$ cat config.mk
export PLATFORM = sky130hd
export DESIGN_NAME = twdb_regs
export DESIGN_NICKNAME = d
export VERILOG_FILES = /design/src/hdl/twdb_pkg.sv /design/src/hdl/twdb_regs.sv
export SDC_FILE = /design/constraint.sdc
export NUM_CORES = 1
export LEC_CHECK = 0
export ABC_CLOCK_PERIOD_IN_PS = 800
export BUFFER_PORTS_ARGS = -buffer_cell sky130_fd_sc_hd__buf_2
export CORE_ASPECT_RATIO = 0.7
export CORE_MARGIN = 4
export CORE_UTILIZATION = 25
export CTS_CLUSTER_DIAMETER = 60
export DETAILED_ROUTE_END_ITERATION = 10
export GPL_TIMING_DRIVEN = 1
export SYNTH_ARGS = -nofsm -noshare
export SYNTH_HDL_FRONTEND = slang
export SYNTH_SLANG_ARGS = --single-unit
$ cat constraint.sdc
create_clock -name clk -period 0.8 [get_ports clk]
set_input_delay 0.04 -clock clk [delete_from_list [all_inputs] [get_ports clk]]
set_output_delay 0.04 -clock clk [all_outputs]
set_load 0.01 [all_outputs]
$ cat src/hdl/twdb_pkg.sv
package twdb_pkg;

    localparam int OCC_W   = 7;
    localparam int COUNT_W = 8;
    localparam int CFG_W   = 32;
    localparam int ADDR_W  = 3;

    localparam logic             REG_MAX_AGE   = 1'b0;
    localparam logic [CFG_W-1:0] MAX_AGE_RESET = 32'd1000000;

    typedef enum logic [1:0] {
        CMD_PUSH  = 2'd0,
        CMD_PEEK  = 2'd1,
        CMD_POP   = 2'd2,
        CMD_CLEAR = 2'd3
    } cmd_t;

    typedef enum logic [2:0] {
        S_IDLE,
        S_EVICT,
        S_READ,
        S_ITEM,
        S_NOTE
    } state_t;

    typedef struct packed {
        logic accept;
        logic evict_step;
        logic walk_read;
        logic load_item;
        logic walk_advance;
        logic load_note;
    } dp_ctl_t;

    typedef struct packed {
        cmd_t command;
        logic evict_go;
        logic n_zero;
        logic too_old;
        logic walk_last;
        logic out_free;
    } dp_sts_t;

endpackage

$ cat src/hdl/twdb_regs.sv
module twdb_regs
    import twdb_pkg::*;
(
    input  logic              clk,
    input  logic              rst_n,
    input  logic              psel,
    input  logic              penable,
    input  logic              pwrite,
    input  logic [ADDR_W-1:0] paddr,
    input  logic [CFG_W-1:0]  pwdata,
    output logic [CFG_W-1:0]  prdata,
    output logic [CFG_W-1:0]  max_age
);

    logic [CFG_W-1:0] max_age_reg;
    logic             hit_max_age;

    assign hit_max_age = (paddr[ADDR_W-1] == REG_MAX_AGE);

    always_ff @(posedge clk or negedge rst_n)
    begin
        if (!rst_n)
        begin
            max_age_reg <= MAX_AGE_RESET;
        end
        else if (psel && penable && pwrite && hit_max_age)
        begin
            max_age_reg <= pwdata;
        end
    end

    assign prdata  = hit_max_age ? max_age_reg : '0;
    assign max_age = max_age_reg;

endmodule

## Word level (Yosys, flattened, before mapping)

Cells that the tools add are included.

| word-level totals | value |
|---|---|
| flip-flop bits (word level) | 32 |
| bits of input ports | 40 |
| output and inout bits | 64 |

| operators by class | value |
|---|---|
| mux-type cells | 1 |
| bitwise operators | 1 |
| reduce and logical (&&, ||, !) cells | 3 |

Operators by type and width:

| operator | count |
|---|---|
| $mux W32 | 1 |
| $logic_and A1 B1 Y1 | 3 |
| $not A1 Y1 | 1 |

## Depth between registers and ports, before layout

| depth | value |
|---|---|
| depth after elaboration | 3 |
| depth in mapped cells | 3 |

## Worst setup path before layout

Ideal clock, no wire load.

| timing | value |
|---|---|
| path kind | input to register |
| from | input port paddr[2] |
| to | register max_age_reg[0] (netlist: max_age[0]) |
| setup time | 0.125 ns |
| arrival time | 0.700 ns |
| path slack | -0.025 ns |
| stages | 3 |
| buffers on the path | 1 |
| path through | nand4b_4 -> buf_6 -> mux2_4 |

| on the way | value |
|---|---|
| cells in the longest elaborated chain, start to end | 2 |

RTL lines:

| item | line | text |
|---|---|---|
| start, declared | twdb_regs.sv:9 | `input logic [ADDR_W-1:0] paddr,` |
| $not A1 Y1 | twdb_regs.sv:18 | `assign hit_max_age = (paddr[ADDR_W-1] == REG_MAX_AGE);` |
| $logic_and A1 B1 Y1 | twdb_regs.sv:26 | `else if (psel && penable && pwrite && hit_max_age)` |
| end signal, assigned | twdb_regs.sv:28 | `max_age_reg <= pwdata;` |
| end, declared | twdb_regs.sv:15 | `logic [CFG_W-1:0] max_age_reg;` |

Every way passes these cells.
A chain may end at the register's enable or synchronous reset.

## Worst setup path after layout

| timing | value |
|---|---|
| from | register max_age_reg[9] (netlist: max_age[9]) |
| to | output port prdata[9] |

| on the way | value |
|---|---|
| cells in the longest elaborated chain, start to end | 1 |

RTL lines:

| item | line | text |
|---|---|---|
| $mux W32 | twdb_regs.sv:32 | `assign prdata = hit_max_age ? max_age_reg : '0;` |
| end, declared | twdb_regs.sv:11 | `output logic [CFG_W-1:0] prdata,` |

Every way passes these cells.

==> metrics.txt <==
# TYPE chip_impl_metric gauge
chip_impl_metric{name="placementRows",unit=""} 23
chip_impl_metric{name="placed_cells_incl_taps",unit=""} 279
chip_impl_metric{name="power_share_of_the_sequential_group",unit="%"} 38.8
chip_impl_metric{name="clock_pin_transition_on_the_worst_setup_and_hold_timing_paths",unit="ns"} 0.06
chip_impl_metric{name="r2r.worst_path.cells",unit=""} 3
chip_impl_metric{name="core_area",unit="sq mm"} 0.00587
chip_impl_metric{name="p_int",unit="uW"} 4310
chip_impl_metric{name="cts_num_sinks",unit=""} 32
chip_impl_metric{name="antenna_cells_inserted",unit=""} 0
chip_impl_metric{name="antenna_found_initial",unit=""} 0
chip_impl_metric{name="power.clock.fraction",unit="%"} 22.1
chip_impl_metric{name="ctsLongestPathBuffers",unit=""} 2
chip_impl_metric{name="period_share",unit="%"} 140
chip_impl_info{name="rsz0062_at_grt",value="true"} 1
chip_impl_metric{name="power_density_over_the_cells",unit="mW/mm^2"} 2160
chip_impl_metric{name="max_slew_margin",unit="%"} 78.6
chip_impl_info{name="synth.most_common_cell",value="sky130_fd_sc_hd__nor2b_1"} 1
chip_impl_metric{name="psw",unit="uW"} 1660
chip_impl_metric{name="drt-wirelength-per-cell",unit="um"} 12.8
chip_impl_metric{name="p_leak",unit="uW"} 0.00152
chip_impl_info{name="worstReg2RegEnd",value="max_age[30]$_DFFE_PN0P_"} 1
chip_impl_info{name="r2r_start",value="max_age[30]$_DFFE_PN0P_"} 1
chip_impl_metric{name="synthDominantCellAreaShare",unit="%"} 40.3
chip_impl_info{name="yosys_most_used_dff",value="sky130_fd_sc_hd__dfrtp_1"} 1
chip_impl_metric{name="largest_register_ff_count",unit=""} 32
chip_impl_metric{name="whs_path_depth",unit=""} 2
chip_impl_metric{name="use_met3",unit="%"} 2.85
chip_impl_metric{name="worst-path-max-fanout",unit=""} 3
chip_impl_metric{name="htree_levels",unit=""} 2
chip_impl_metric{name="drt_first_iter_violations",unit=""} 11
chip_impl_info{name="clock_tree_from_tritoncts",value="done"} 1
chip_impl_metric{name="fmax",unit="MHz"} 890
chip_impl_info{name="yosys-top-cells-area",value="sky130_fd_sc_hd__dfrtp_1 (40%), sky130_fd_sc_hd__mux2_4 (29%), sky130_fd_sc_hd__nor2b_1 (13%), sky130_fd_sc_hd__dfstp_2 (12%), sky130_fd_sc_hd__buf_6 (2.2%)"} 1
chip_impl_info{name="outcome",value="finished with violations"} 1
chip_impl_metric{name="drcViolationCount",unit=""} 0
chip_impl_metric{name="grt_start_max_net_pins",unit=""} 33
chip_impl_metric{name="r2r_slack",unit="ns"} -0.19
chip_impl_metric{name="maxSlewViolCount",unit=""} 0
chip_impl_metric{name="synth_nets",unit=""} 143
chip_impl_metric{name="register_bit_total_from_synthesis",unit=""} 32
chip_impl_metric{name="io_pins",unit=""} 104
chip_impl_metric{name="netlist_area",unit="sq mm"} 0.00155
chip_impl_info{name="timing.critical_path.from_type",value="flip-flop"} 1
chip_impl_info{name="violations",value="setup timing"} 1
chip_impl_metric{name="total_power",unit="uW"} 5970
chip_impl_info{name="post-synth-top-area-cell",value="sky130_fd_sc_hd__dfrtp_1"} 1
chip_impl_metric{name="post_dp_hpwl",unit="um"} 3020
chip_impl_metric{name="number_of_nets_with_antenna_violations_after_detailed_routing",unit=""} 0
chip_impl_metric{name="finish.utilization",unit="%"} 47.0
chip_impl_metric{name="syn-instance-count",unit=""} 103
chip_impl_metric{name="grt_pass1_vias",unit=""} 1341
chip_impl_info{name="holdCritPathClass",value="in -> reg"} 1
chip_impl_metric{name="synthDistinctLibCells",unit=""} 8
chip_impl_metric{name="avgViaCountPerCell",unit=""} 3.94
chip_impl_metric{name="maxCapViolCount",unit=""} 0
chip_impl_metric{name="grt_use_total",unit="%"} 10.9
chip_impl_metric{name="gp_congestion",unit=""} 0.647
chip_impl_metric{name="global_route.usage.met2",unit="%"} 17.7
chip_impl_metric{name="timing.final.hold_violations",unit=""} 0
chip_impl_metric{name="share_comb_of_total_power",unit="%"} 39.1
chip_impl_metric{name="post_synth.cell_area_avg",unit="sq um"} 15.1
chip_impl_metric{name="cp.arrival",unit="ns"} 1.08
chip_impl_info{name="timing.hold.worst.start",value="pwdata[12]"} 1
chip_impl_info{name="cts_root_buffer",value="sky130_fd_sc_hd__clkbuf_8"} 1
chip_impl_info{name="worstSetupEndpointType",value="output port"} 1
chip_impl_metric{name="placement.io_buffers",unit=""} 101
chip_impl_metric{name="worst_pin_slew",unit="ns"} 0.321
chip_impl_metric{name="timing.clock.skew",unit="ns"} 0
chip_impl_metric{name="fin_cells",unit=""} 331
chip_impl_metric{name="num-nets-final",unit=""} 295
chip_impl_metric{name="final_layout_size_suffix_gt1_share",unit="%"} 66.4
chip_impl_info{name="holdPathEnd",value="max_age[12]$_DFFE_PN0P_"} 1
chip_impl_metric{name="final.setup.worst_slack",unit="ns"} -0.323
chip_impl_metric{name="gr-total-overflow",unit=""} 0
chip_impl_info{name="crit_type",value="reg -> out"} 1
chip_impl_metric{name="setup_violations",unit=""} 79
chip_impl_metric{name="synth_enable_flop_cells",unit=""} 0
chip_impl_metric{name="post-route-min-period",unit="ns"} 1.12
chip_impl_metric{name="firstDrtPassIters",unit=""} 4
chip_impl_metric{name="clock_latency",unit="ns"} 0.27
chip_impl_metric{name="numCtsBuffers",unit=""} 5
chip_impl_metric{name="yosysWarningCount",unit=""} 0
chip_impl_metric{name="areaGrowthSynthToFinish",unit="%"} 77.9
chip_impl_metric{name="die_width",unit="um"} 102
chip_impl_info{name="synth_common_cells",value="sky130_fd_sc_hd__nor2b_1 (32), sky130_fd_sc_hd__mux2_4 (30), sky130_fd_sc_hd__dfrtp_1 (25)"} 1
chip_impl_metric{name="die_h",unit="um"} 73.9
chip_impl_metric{name="start_util",unit="%"} 26.4
chip_impl_metric{name="ir_drop",unit="mV"} 0.697
chip_impl_metric{name="timing.critical_path.required",unit="ns"} 0.76
chip_impl_metric{name="routed-via-count",unit=""} 1303
chip_impl_info{name="global_route.peak_usage_layer",value="met2"} 1
chip_impl_metric{name="power_switching_share",unit="%"} 27.8
chip_impl_metric{name="grtUsageMet1",unit="%"} 13.6
chip_impl_metric{name="drt-total-wl",unit="um"} 4240
chip_impl_metric{name="synth-async-reset-ratio",unit="%"} 100
chip_impl_metric{name="dieArea",unit="sq mm"} 0.00755
chip_impl_metric{name="first_pass_grt_wire_length",unit="um"} 6310
chip_impl_metric{name="seq_area_frac_synth",unit="%"} 52.2
-- power groups by stage --
stage | Clock, uW | Sequential [uW] | Combinational, uW
5_1_grt | 1450 | 2370 | 2500
3_3_place_gp | 0 | 2320 | 1810
6_report | 1320 | 2320 | 2330
4_1_cts | 1390 | 2290 | 2220
2_1_floorplan | 0 | 2460 | 864
3_5_place_dp | 0 | 2330 | 1830
-- stage by stage --
step / setup slack (ns) / area, sq um / hold slack, ns / setup TNS [ns]
2_1_floorplan: -0.0247 / 1550 / -0.256 / -0.569
3_3_place_gp: -0.176 / 2180 / -0.00339 / -5.14
3_5_place_dp: -0.185 / 2180 / 0.0120 / -5.36
4_1_cts: -0.316 / 2680 / 0.000368 / -11.09
5_1_grt: -0.372 / 2760 / 0.00237 / -13.67
6_report: -0.323 / 2760 / 0.0123 / -10.57
-- placed cells by master, fill, tap and decap left out --
master                           instances
sky130_fd_sc_hd__dlymetal6s4s_1          2
sky130_fd_sc_hd__clkbuf_1                1
sky130_fd_sc_hd__buf_12                  2
sky130_fd_sc_hd__mux2_4                 32
sky130_fd_sc_hd__buf_2                  94
sky130_fd_sc_hd__nor2b_2                 1
sky130_fd_sc_hd__dfstp_2                 7
sky130_fd_sc_hd__nand4b_4                1
sky130_fd_sc_hd__dlygate4sd3_1          27
sky130_fd_sc_hd__clkbuf_8                7
sky130_fd_sc_hd__dfrtp_1                25
sky130_fd_sc_hd__nor2b_1                31
sky130_fd_sc_hd__buf_4                  13
sky130_fd_sc_hd__buf_6                  13
-- layout make-up --
class	count	area [sq um]
fillers	531	3110
flip-flops and latches	32	810
multi-input cells	65	707
clock buffers	8	100
well taps	75	93.8
repair buffers	151	1050
-- logic make-up after synthesis --
group         Yosys count  synth area share, %
buf+inv                 6                 2.90
flops                  32                 52.2
mux                    32                 30.5
simple gates           33                 14.4
-- metal layers --
metal  vias up  part of all wire (%)
met1       599                    46
met2        55                    45
met4         0                   1.5
met3         7                   7.9
li1        642                     -
met5         -                     0
-- how the worst max path moves through the flow --
stage	start	to	slack (ns)	cells after the start
2_1_floorplan	paddr[2]	max_age[0]$_DFFE_PN0P_	-0.02	3
4_1_cts	max_age[9]$_DFFE_PN1P_	prdata[9]	-0.32	2
6_report	max_age[9]$_DFFE_PN1P_	prdata[9]	-0.32	2
3_3_place_gp	paddr[2]	max_age[11]$_DFFE_PN0P_	-0.18	4
3_5_place_dp	paddr[2]	max_age[27]$_DFFE_PN0P_	-0.18	4
5_1_grt	max_age[16]$_DFFE_PN1P_	prdata[16]	-0.37	2
-- what timing repair did --
item,CTS,global route
hold endpoints to repair,59,1
setup buffers,12,5
resized for setup,7,12
endpoints found under the setup margin,64,80
hold buffers,28,1
-- worst max-delay path, stage by stage (launching register included) --
cell and delay [ns]:
sky130_fd_sc_hd__dfstp_2 0.56, sky130_fd_sc_hd__nor2b_1 0.12, sky130_fd_sc_hd__buf_2 0.13
No activity file was read; power rests on OpenSTA's default activity.
