--- src/hdl/twdb_pkg.sv ---
package twdb_pkg;

    localparam int OCC_W   = 7;
    localparam int COUNT_W = 8;
    localparam int CFG_W   = 32;
    localparam int ADDR_W  = 3;

    localparam logic             REG_MAX_AGE   = 1'b0;
    localparam logic [CFG_W-1:0] MAX_AGE_RESET = 32'd1000000;

    typedef enum logic [1:0] {
        CMD_PUSH  = 2'd0,
        CMD_PEEK  = 2'd1,
        CMD_POP   = 2'd2,
        CMD_CLEAR = 2'd3
    } cmd_t;

    typedef enum logic [2:0] {
        S_IDLE,
        S_EVICT,
        S_READ,
        S_ITEM,
        S_NOTE
    } state_t;

    typedef struct packed {
        logic accept;
        logic evict_step;
        logic walk_read;
        logic load_item;
        logic walk_advance;
        logic load_note;
    } dp_ctl_t;

    typedef struct packed {
        cmd_t command;
        logic evict_go;
        logic n_zero;
        logic too_old;
        logic walk_last;
        logic out_free;
    } dp_sts_t;

endpackage

--- src/hdl/twdb_ctrl.sv ---
module twdb_ctrl
    import twdb_pkg::*;
(
    input  logic    clk,
    input  logic    rst_n,
    input  logic    in_valid,
    output logic    in_ready,
    input  dp_sts_t sts,
    output dp_ctl_t ctl
);

    state_t state_reg;
    state_t state_next;

    always_ff @(posedge clk or negedge rst_n)
    begin
        if (!rst_n)
        begin
            state_reg <= S_IDLE;
        end
        else
        begin
            state_reg <= state_next;
        end
    end

    always_comb
    begin
        state_next = state_reg;
        case (state_reg)
            S_IDLE:
            begin
                if (in_valid)
                begin
                    case (sts.command)
                        CMD_PUSH:  state_next = sts.evict_go ? S_EVICT : S_NOTE;
                        CMD_CLEAR: state_next = S_NOTE;
                        CMD_PEEK, CMD_POP:
                                   state_next = sts.n_zero ? S_NOTE : S_READ;
                        default:   state_next = S_NOTE;
                    endcase
                end
            end
            S_EVICT:
            begin
                if (!sts.too_old)
                begin
                    state_next = S_NOTE;
                end
            end
            S_READ:
            begin
                state_next = S_ITEM;
            end
            S_ITEM:
            begin
                if (sts.out_free)
                begin
                    state_next = sts.walk_last ? S_IDLE : S_READ;
                end
            end
            S_NOTE:
            begin
                if (sts.out_free)
                begin
                    state_next = S_IDLE;
                end
            end
            default:
            begin
                state_next = S_IDLE;
            end
        endcase
    end

    always_comb
    begin
        in_ready         = (state_reg == S_IDLE);
        ctl.accept       = (state_reg == S_IDLE) && in_valid;
        ctl.evict_step   = (state_reg == S_EVICT) && sts.too_old;
        ctl.walk_read    = (state_reg == S_READ);
        ctl.load_item    = (state_reg == S_ITEM) && sts.out_free;
        ctl.walk_advance = (state_reg == S_ITEM) && sts.out_free && !sts.walk_last;
        ctl.load_note    = (state_reg == S_NOTE) && sts.out_free;
    end

endmodule

--- config.mk ---
export PLATFORM = sky130hd
export DESIGN_NAME = twdb_ctrl
export DESIGN_NICKNAME = d
export VERILOG_FILES = /design/src/hdl/twdb_pkg.sv /design/src/hdl/twdb_ctrl.sv
export SDC_FILE = /design/constraint.sdc
export NUM_CORES = 1
export LEC_CHECK = 0
export CAP_MARGIN = 5
export CELL_PAD_IN_SITES_DETAIL_PLACEMENT = 2
export CELL_PAD_IN_SITES_GLOBAL_PLACEMENT = 2
export CORE_AREA = 2 2 39 41
export DETAILED_ROUTE_END_ITERATION = 8
export DIE_AREA = 0 0 41 43
export DONT_BUFFER_PORTS = 1
export HOLD_SLACK_MARGIN = 0.08
export PLACE_DENSITY = 0.54
export SLEW_MARGIN = 20
export SYNTH_ARGS = -nofsm -noshare
export SYNTH_HDL_FRONTEND = slang
export SYNTH_SLANG_ARGS = --single-unit
export TNS_END_PERCENT = 20
--- constraint.sdc ---
create_clock -name clk -period 1.4 [get_ports clk]
set_input_delay 0.07 -clock clk [delete_from_list [all_inputs] [get_ports clk]]
set_output_delay 0.07 -clock clk [all_outputs]
set_load 0.02 [all_outputs]
# Word-level counts from Yosys, hierarchy flattened
# Index checks and enable logic that the tools add are counted.
# word_totals
ff_bits	3
inputBits	10
out_inout_bits	7
elab_cells	31
# classes
eq_ne	11
n_mux	9
n_reduce_logical	10
# ops
op	count
3-bit 2-to-1 mux	6
3-bit one-hot mux with 5 select lines	1
3-bit one-hot mux with 3 select lines	1
2-bit inequality test, second input constant	4
3-bit by 2-bit equality test with 1-bit output, second input constant	2
1-bit logical AND	5
2-bit equality test, second input constant	2
4-bit AND reduction	1
3-bit by 1-bit equality test with 1-bit output, second input constant	1
3-bit equality test, second input constant	1
3-bit logical NOT	1
2-bit by 1-bit equality test with 1-bit output, second input constant	1
2-bit logical NOT	1
2-bit 2-to-1 mux	1
2-bit OR reduction	1
1-bit logical NOT	1

# Logic depth before layout (Yosys ltp)
# Gate-level depths: netlist of the first run.
# depth
ltp_word	5
mapped_depth	5
mapped_depth_nobuf	5

# Worst setup path before layout of the first run
# Ideal clock, no wire load.
# synth_path
kind	register -> output
start	register state_reg[1]
end	output port ctl[5] (netlist name)
arrival_time_ps	1353
required_ps	1330
slack_ps	-23
stages_incl_launch_ff	4
path_buffers	1
path_cell_list	dfrtp_1 > buf_6 > nor3_1 > and2_1
# synth_rtl
item	line	text
from (decl)	twdb_ctrl.sv:12	state_t state_reg;
from (signal assigned)	twdb_ctrl.sv:23	state_reg <= state_next;
to (decl)	twdb_ctrl.sv:9	output dp_ctl_t ctl

==> results of run 1 <==
-- metal layers --
metal  global-route usage [%]  share of wire [%]  up-vias
li1                         -                  -      156
met1                    14.74                 38      164
met2                    24.38                 57        7
met3                    3.141                4.0        0
met4                    10.00                  0        0
met5                        0                  0        -
-- cells by family after synthesis --
kind of cell | count (synthesis)
flip-flops | 3
AO/OA/AOI/OAI | 7
buffers and inverters | 5
adder cells (fa/ha/maj) | 2
AND/OR/NAND/NOR | 22
-- final cells by class --
type | count | area, µm²
timing repair buffer | 10 | 90.09
multi-input combinational | 31 | 202.7
fill | 169 | 958.4
clock buffer | 4 | 26.28
tap | 16 | 20.02
sequential | 3 | 78.83
inverter | 2 | 7.507
-- layout by cell type (no fill, tap or decap), types with 2 or more instances in the layout --
master         n
inv_1          2
nor3_1         2
nand3_1        2
nor3_2         2
dlygate4sd3_1  6
a211oi_1       2
nand2_1        4
nor2_1         4
clkbuf_4       3
ha_1           2
dfrtp_2        3
nor3b_1        2
buf_4          4
-- critical path: cells and delay by family, from the launching register on --
family           cells  cell delay [ns]
flip-flops           1             0.48
AND/OR/NAND/NOR      2             0.49
-- power groups by stage --
stage | Sequential [mW] | Combinational, mW | Clock (mW)
2_1_floorplan | 0.142 | 0.402 | 0
3_3_place_gp | 0.234 | 0.343 | 0
3_5_place_dp | 0.241 | 0.351 | 0
4_1_cts | 0.247 | 0.369 | 0.163
5_1_grt | 0.275 | 0.424 | 0.166
6_report | 0.255 | 0.389 | 0.155
-- metrics by stage --
step / setup WS [ns] / area [µm²]
floorplan: 0.1774 / 302.8
global placement: 0.2708 / 322.8
detailed placement: 0.1993 / 322.8
CTS: 0.005449 / 411.6
global route: 0.05105 / 425.4
finish: 0.1159 / 425.4
-- worst paths after layout --
check,end,slack (ns),start
max,ctl[5],0.12,state_reg[1]
min,state_reg[2],0.09,rst_n
max reg2reg,state_reg[2],0.28,state_reg[1]
min reg2reg,state_reg[1],0.55,state_reg[2]
max in group asynchronous,state_reg[0],1.15,rst_n
min in group clk,state_reg[2],0.10,sts[3]
-- synth_stat cells, types with 2 or more instances --
master and n:
a211oi_1 2, dfrtp_1 3, buf_6 2, nor3b_1 2
nor3_1 4, inv_1 2, nor2_1 4, ha_1 2
nand3_1 2, nand2_1 4
-- timing repair --
item / in CTS / in global routing
resized for setup: 2 / 3
setup endpoints to repair: 1 / 2
setup buffers: 0 / 0
hold buffers: 6 / 0
hold endpoints to repair: 5 / 0
==> results.yml, run 1 <==
power_and_ir_drop:
  p_leak_nw: 0.1726
  switching_power_mw: 0.3794
  power_frac_seq_pct: 32.0
  peakVddDrop_uv: 492.6
  p_int_mw: 0.4199
  swShare_pct: 47.47
  power_density_mw_per_mm2: 1879
  finalPower_mw: 0.7993
  p_comb_share_pct: 48.7
  power.share.clock_pct: 19.4
clock_network:
  clk-insertion-delay-late_ns: 0.23
  clkTransAtPathRegs_ns: 0.04
  clockBufferDepth: 2
  cts_inserted_buffers: 3
  clkSinkCount: 3
  cts_max_level: 1
  tritoncts: "yes"
  clockRootBuffer: "clkbuf_4"
grt:
  grt_max_degree: 12
  grt_pass1_wl_um: 1683
  grt_overflow: 0
  first_global_vias: 391
  grt_usage_pct: 14.54
  antenna_found_initial: 0
drt:
  vias: 327
  firstDrtPassIters: 2
  via_per_inst: 4.955
  routed_wirelength_um: 1042
  drc: 0
  drt.antenna.violating_nets: 0
  wl_per_cell_um: 15.79
  first_iter_violations: 2
synth:
  synth-main-ff-cell: "dfrtp_1"
  synthAdderAreaFrac_pct: 8.403
  synth_xor_xnor_area_share_pct: 0
  synth_top_family_by_area: "simple AND/OR/NAND/NOR gates"
  yosysWarnings: 0
  ys_seq_area_share_pct: 25.21
  synthArstFlopShare_pct: 100.0
  synthTopCellsByArea: "dfrtp_1 (25%), ha_1 (8.4%), buf_6 (7.6%)"
  syn_inst: 39
  synth.distinct_cells: 22
  synth_edf_count: 0
  synth.largest_area_cell: "dfrtp_1"
  synth_compound_gate_area_share_pct: 15.13
  synth_area_um2: 297.8
  syn_nets: 51
  synth-simple-area-share_pct: 38.66
  avgSynthCellArea_um2: 7.636
  synth_top_area_share_pct: 25.21
  synthMuxAreaShare_pct: 0
  ys_ff_latch: 3
worst_hold_path:
  hp-class: "in2async"
cells_and_area:
  largest_reg_flops: 3
  finalNonFillerCells: 66
  fin_nets: 63
  drive_above_1_share_pct: 30.00
  final_core_util_pct: 30.74
  syn2layout_area_growth_pct: 42.86
  num_antenna_cells: 0
sta:
  drv_slew: 0
  skew_ns: 0.002791
  tns_ns: 0
  rsz0062_at_grt: "no"
  worstMarginPinSlew_ns: 0.3879
  hold_viol: 0
  max_slew_margin_pct: 74.05
  holdWs_ns: 0.08801
  min_period_ns: 1.284
  post-route-period-util_pct: 91.72
  fmax_mhz: 778.7
  setup_violations: 0
placed_design:
  routabilityCongestion: 0.7221
  dp_hpwl_um: 720.2
  port_buffers: 0
  dp_cells: 56
critical_path:
  worstPathRequired_ns: 1.33
  crit_type: "reg2out"
  worst_ep_arrival_time_ns: 1.21
  cp_slowest_cell: "dfrtp_2"
  crit_chain: "nor3_2 > and2_1"
  crit_path_start_kind: "flop"
  cp-end-kind: "primary output"
  cpPeakStageDelay_ns: 0.48
  ff2ff_path_depth: 3
  critPathMaxFanout: 10
floorplanning:
  rows: 14
  die_h_um: 43
  die_x_um: 41
  core_area_mm2: 0.001384
  initial_core_util_pct: 21.52
  ios: 17
  die_area_mm2: 0.001763
outcome:
  status: "complete, no violations"
flow_run:
  cap_violations: 0
No activity file was read; power rests on OpenSTA's default activity.
==> run 2: changes to the inputs <==
--- a/config.mk
+++ b/config.mk
@@ -6,14 +6,14 @@
 export NUM_CORES = 1
 export LEC_CHECK = 0
 export CAP_MARGIN = 5
-export CELL_PAD_IN_SITES_DETAIL_PLACEMENT = 2
-export CELL_PAD_IN_SITES_GLOBAL_PLACEMENT = 2
+export CELL_PAD_IN_SITES_DETAIL_PLACEMENT = 0
+export CELL_PAD_IN_SITES_GLOBAL_PLACEMENT = 1
 export CORE_AREA = 2 2 39 41
 export DETAILED_ROUTE_END_ITERATION = 8
 export DIE_AREA = 0 0 41 43
 export DONT_BUFFER_PORTS = 1
 export HOLD_SLACK_MARGIN = 0.08
-export PLACE_DENSITY = 0.54
+export PLACE_DENSITY = 0.43
 export SLEW_MARGIN = 20
 export SYNTH_ARGS = -nofsm -noshare
 export SYNTH_HDL_FRONTEND = slang
==> results.yml, run 2 (synthesis results as in run 1) <==
floorplanning:
  die_x_um: 41
  die_h_um: 43
  rows: 14
  die_area_mm2: 0.001763
  core_area_mm2: 0.001384
  initial_core_util_pct: 21.52
  ios: 17
drt:
  drt.antenna.violating_nets: 0
  highest_layer: "met4"
  m1WireLength_um: 304
  via_per_inst: 4.712
  vias: 311
  routed_wirelength_um: 781
  wl_met3_um: 49
  firstDrtPassIters: 3
  wl_per_cell_um: 11.83
  met2_length_um: 406
  first_iter_violations: 3
  drc: 0
placed_design:
  pre_cts_slack_ns: 0.2618
  dp_hpwl_um: 542.7
  routabilityCongestion: 0.7027
  port_buffers: 0
outcome:
  status: "complete, no violations"
grt:
  grt_pass1_wl_um: 1235
  first_global_vias: 298
  grt_usage_pct: 11.55
  grt_max_degree: 12
  grt_overflow: 0
  antenna_found_initial: 0
sta:
  drv_slew: 0
  post-route-period-util_pct: 94.31
  fin_ws_ns: 0.07960
  fmax_mhz: 757.3
  rsz0062_at_grt: "no"
  hold_viol: 0
  worstMarginPinSlew_ns: 0.3873
  skew_ns: 0.002979
  max_slew_margin_pct: 74.09
  tns_ns: 0
  min_period_ns: 1.320
  setup_violations: 0
cells_and_area:
  final_cell_mix: "dlygate4sd3_1 (6), nor2_1 (4), nand2_1 (4), buf_4 (4)"
  syn2layout_area_growth_pct: 38.66
  num_antenna_cells: 0
  layout_commonest_cell: "dlygate4sd3_1"
  largest_reg_flops: 3
  fill_cells: 154
  drive_above_1_share_pct: 26.00
  fin_nets: 63
power_and_ir_drop:
  power_density_mw_per_mm2: 1829
  peakVddDrop_uv: 484.0
  p_leak_nw: 0.1687
clock_network:
  clk-insertion-delay-late_ns: 0.23
  cts_inserted_buffers: 3
  cts_max_level: 1
  cts_setup_buffers: 0
  clkSinkCount: 3
  clockBufferDepth: 2
  clockRootBuffer: "clkbuf_4"
  clkTransAtPathRegs_ns: 0.04
  tritoncts: "yes"
critical_path:
  cp_slowest_cell: "dfrtp_2"
  worst_ep_arrival_time_ns: 1.25
  crit_buf_inv: 1
  cpLargestDelayFamily: "flip-flops"
  critPathMaxFanout: 9
  crit_path_start_kind: "flop"
  crit_type: "reg2out"
  worstPathRequired_ns: 1.33
  crit_chain: "nand2b_1 > nor3_1 > buf_4"
  cp-end-kind: "primary output"
  cpPeakStageDelay_ns: 0.46
worst_hold_path:
  hp-class: "in2async"
flow_run:
  cap_violations: 0
-- run 2: cell counts in the layout (fill, tap and decap cells not counted) --
No cell type changed its count.
-- run 2: power by group --
part / switching (mW) / internal (mW)
Combinational: 0.192 / 0.164
Sequential: 0.110 / 0.135
Clock: 0.0477 / 0.107
Total: 0.350 / 0.406
-- run 2: stage by stage --
| stage | hold slack (ns) | utilization (%) | cell area (µm²) | instances | power, mW |
|---|---|---|---|---|---|
| 6_report | 0.08569 | 29.84 | 412.9 | 66 | 0.7553 |
| 5_1_grt | 0.08339 | 29.84 | 412.9 | 66 | 0.8280 |
| 4_1_cts | 0.08324 | 29.57 | 409.1 | 66 | 0.7578 |
| 3_5_place_dp | -0.2255 | 23.33 | 322.8 | 56 | 0.5770 |
| 3_3_place_gp | -0.2255 | 23.33 | 322.8 | 56 | 0.5763 |
| 2_1_floorplan | -0.2256 | - | 302.8 | 39 | 0.5442 |
-- run 2: path summary, 6_finish.rpt --
kind | startpoint | end | slack [ns] | cells past startpoint
setup / recovery | state_reg[2] | ctl[1] | 0.08 | 3
hold / removal | rst_n | state_reg[0] | 0.09 | 1
setup reg to reg | state_reg[0] | state_reg[2] | 0.35 | 3
hold reg to reg | state_reg[2] | state_reg[1] | 0.54 | 1
max in group asynchronous | rst_n | state_reg[1] | 1.15 | 1
min in group clk | sts[2] | state_reg[2] | 0.09 | 3
-- run 2: per-layer routing --
| layer | vias up | global-route usage (%) |
|---|---|---|
| li1 | 156 | - |
| met1 | 142 | 11.58 |
| met2 | 11 | 15.94 |
| met3 | 2 | 3.665 |
| met4 | 0 | 14.00 |
| met5 | - | 0 |
-- run 2: worst register-to-register path, stage by stage (launching register included) --
cell	delay, ns
dfrtp_2	0.46
and2b_2	0.25
o21ai_1	0.13
o22ai_1	0.08
-- run 2: area by class of cell --
class                   count  area (µm²)  share of cell area [%]
multi-input cells          31       190.2                   46.06
repair buffers             10       90.09                   21.82
flip-flops and latches      3       78.83                   19.09
clock buffers               4       26.28                   6.364
well taps                  16       20.02                   4.848
inverters                   2       7.507                   1.818
-- run 2: what timing repair did --
action,in CTS,in global routing
endpoints found under the hold margin,6,0
setup endpoints to repair,0,3
hold buffers,6,0
gates resized for setup,0,3
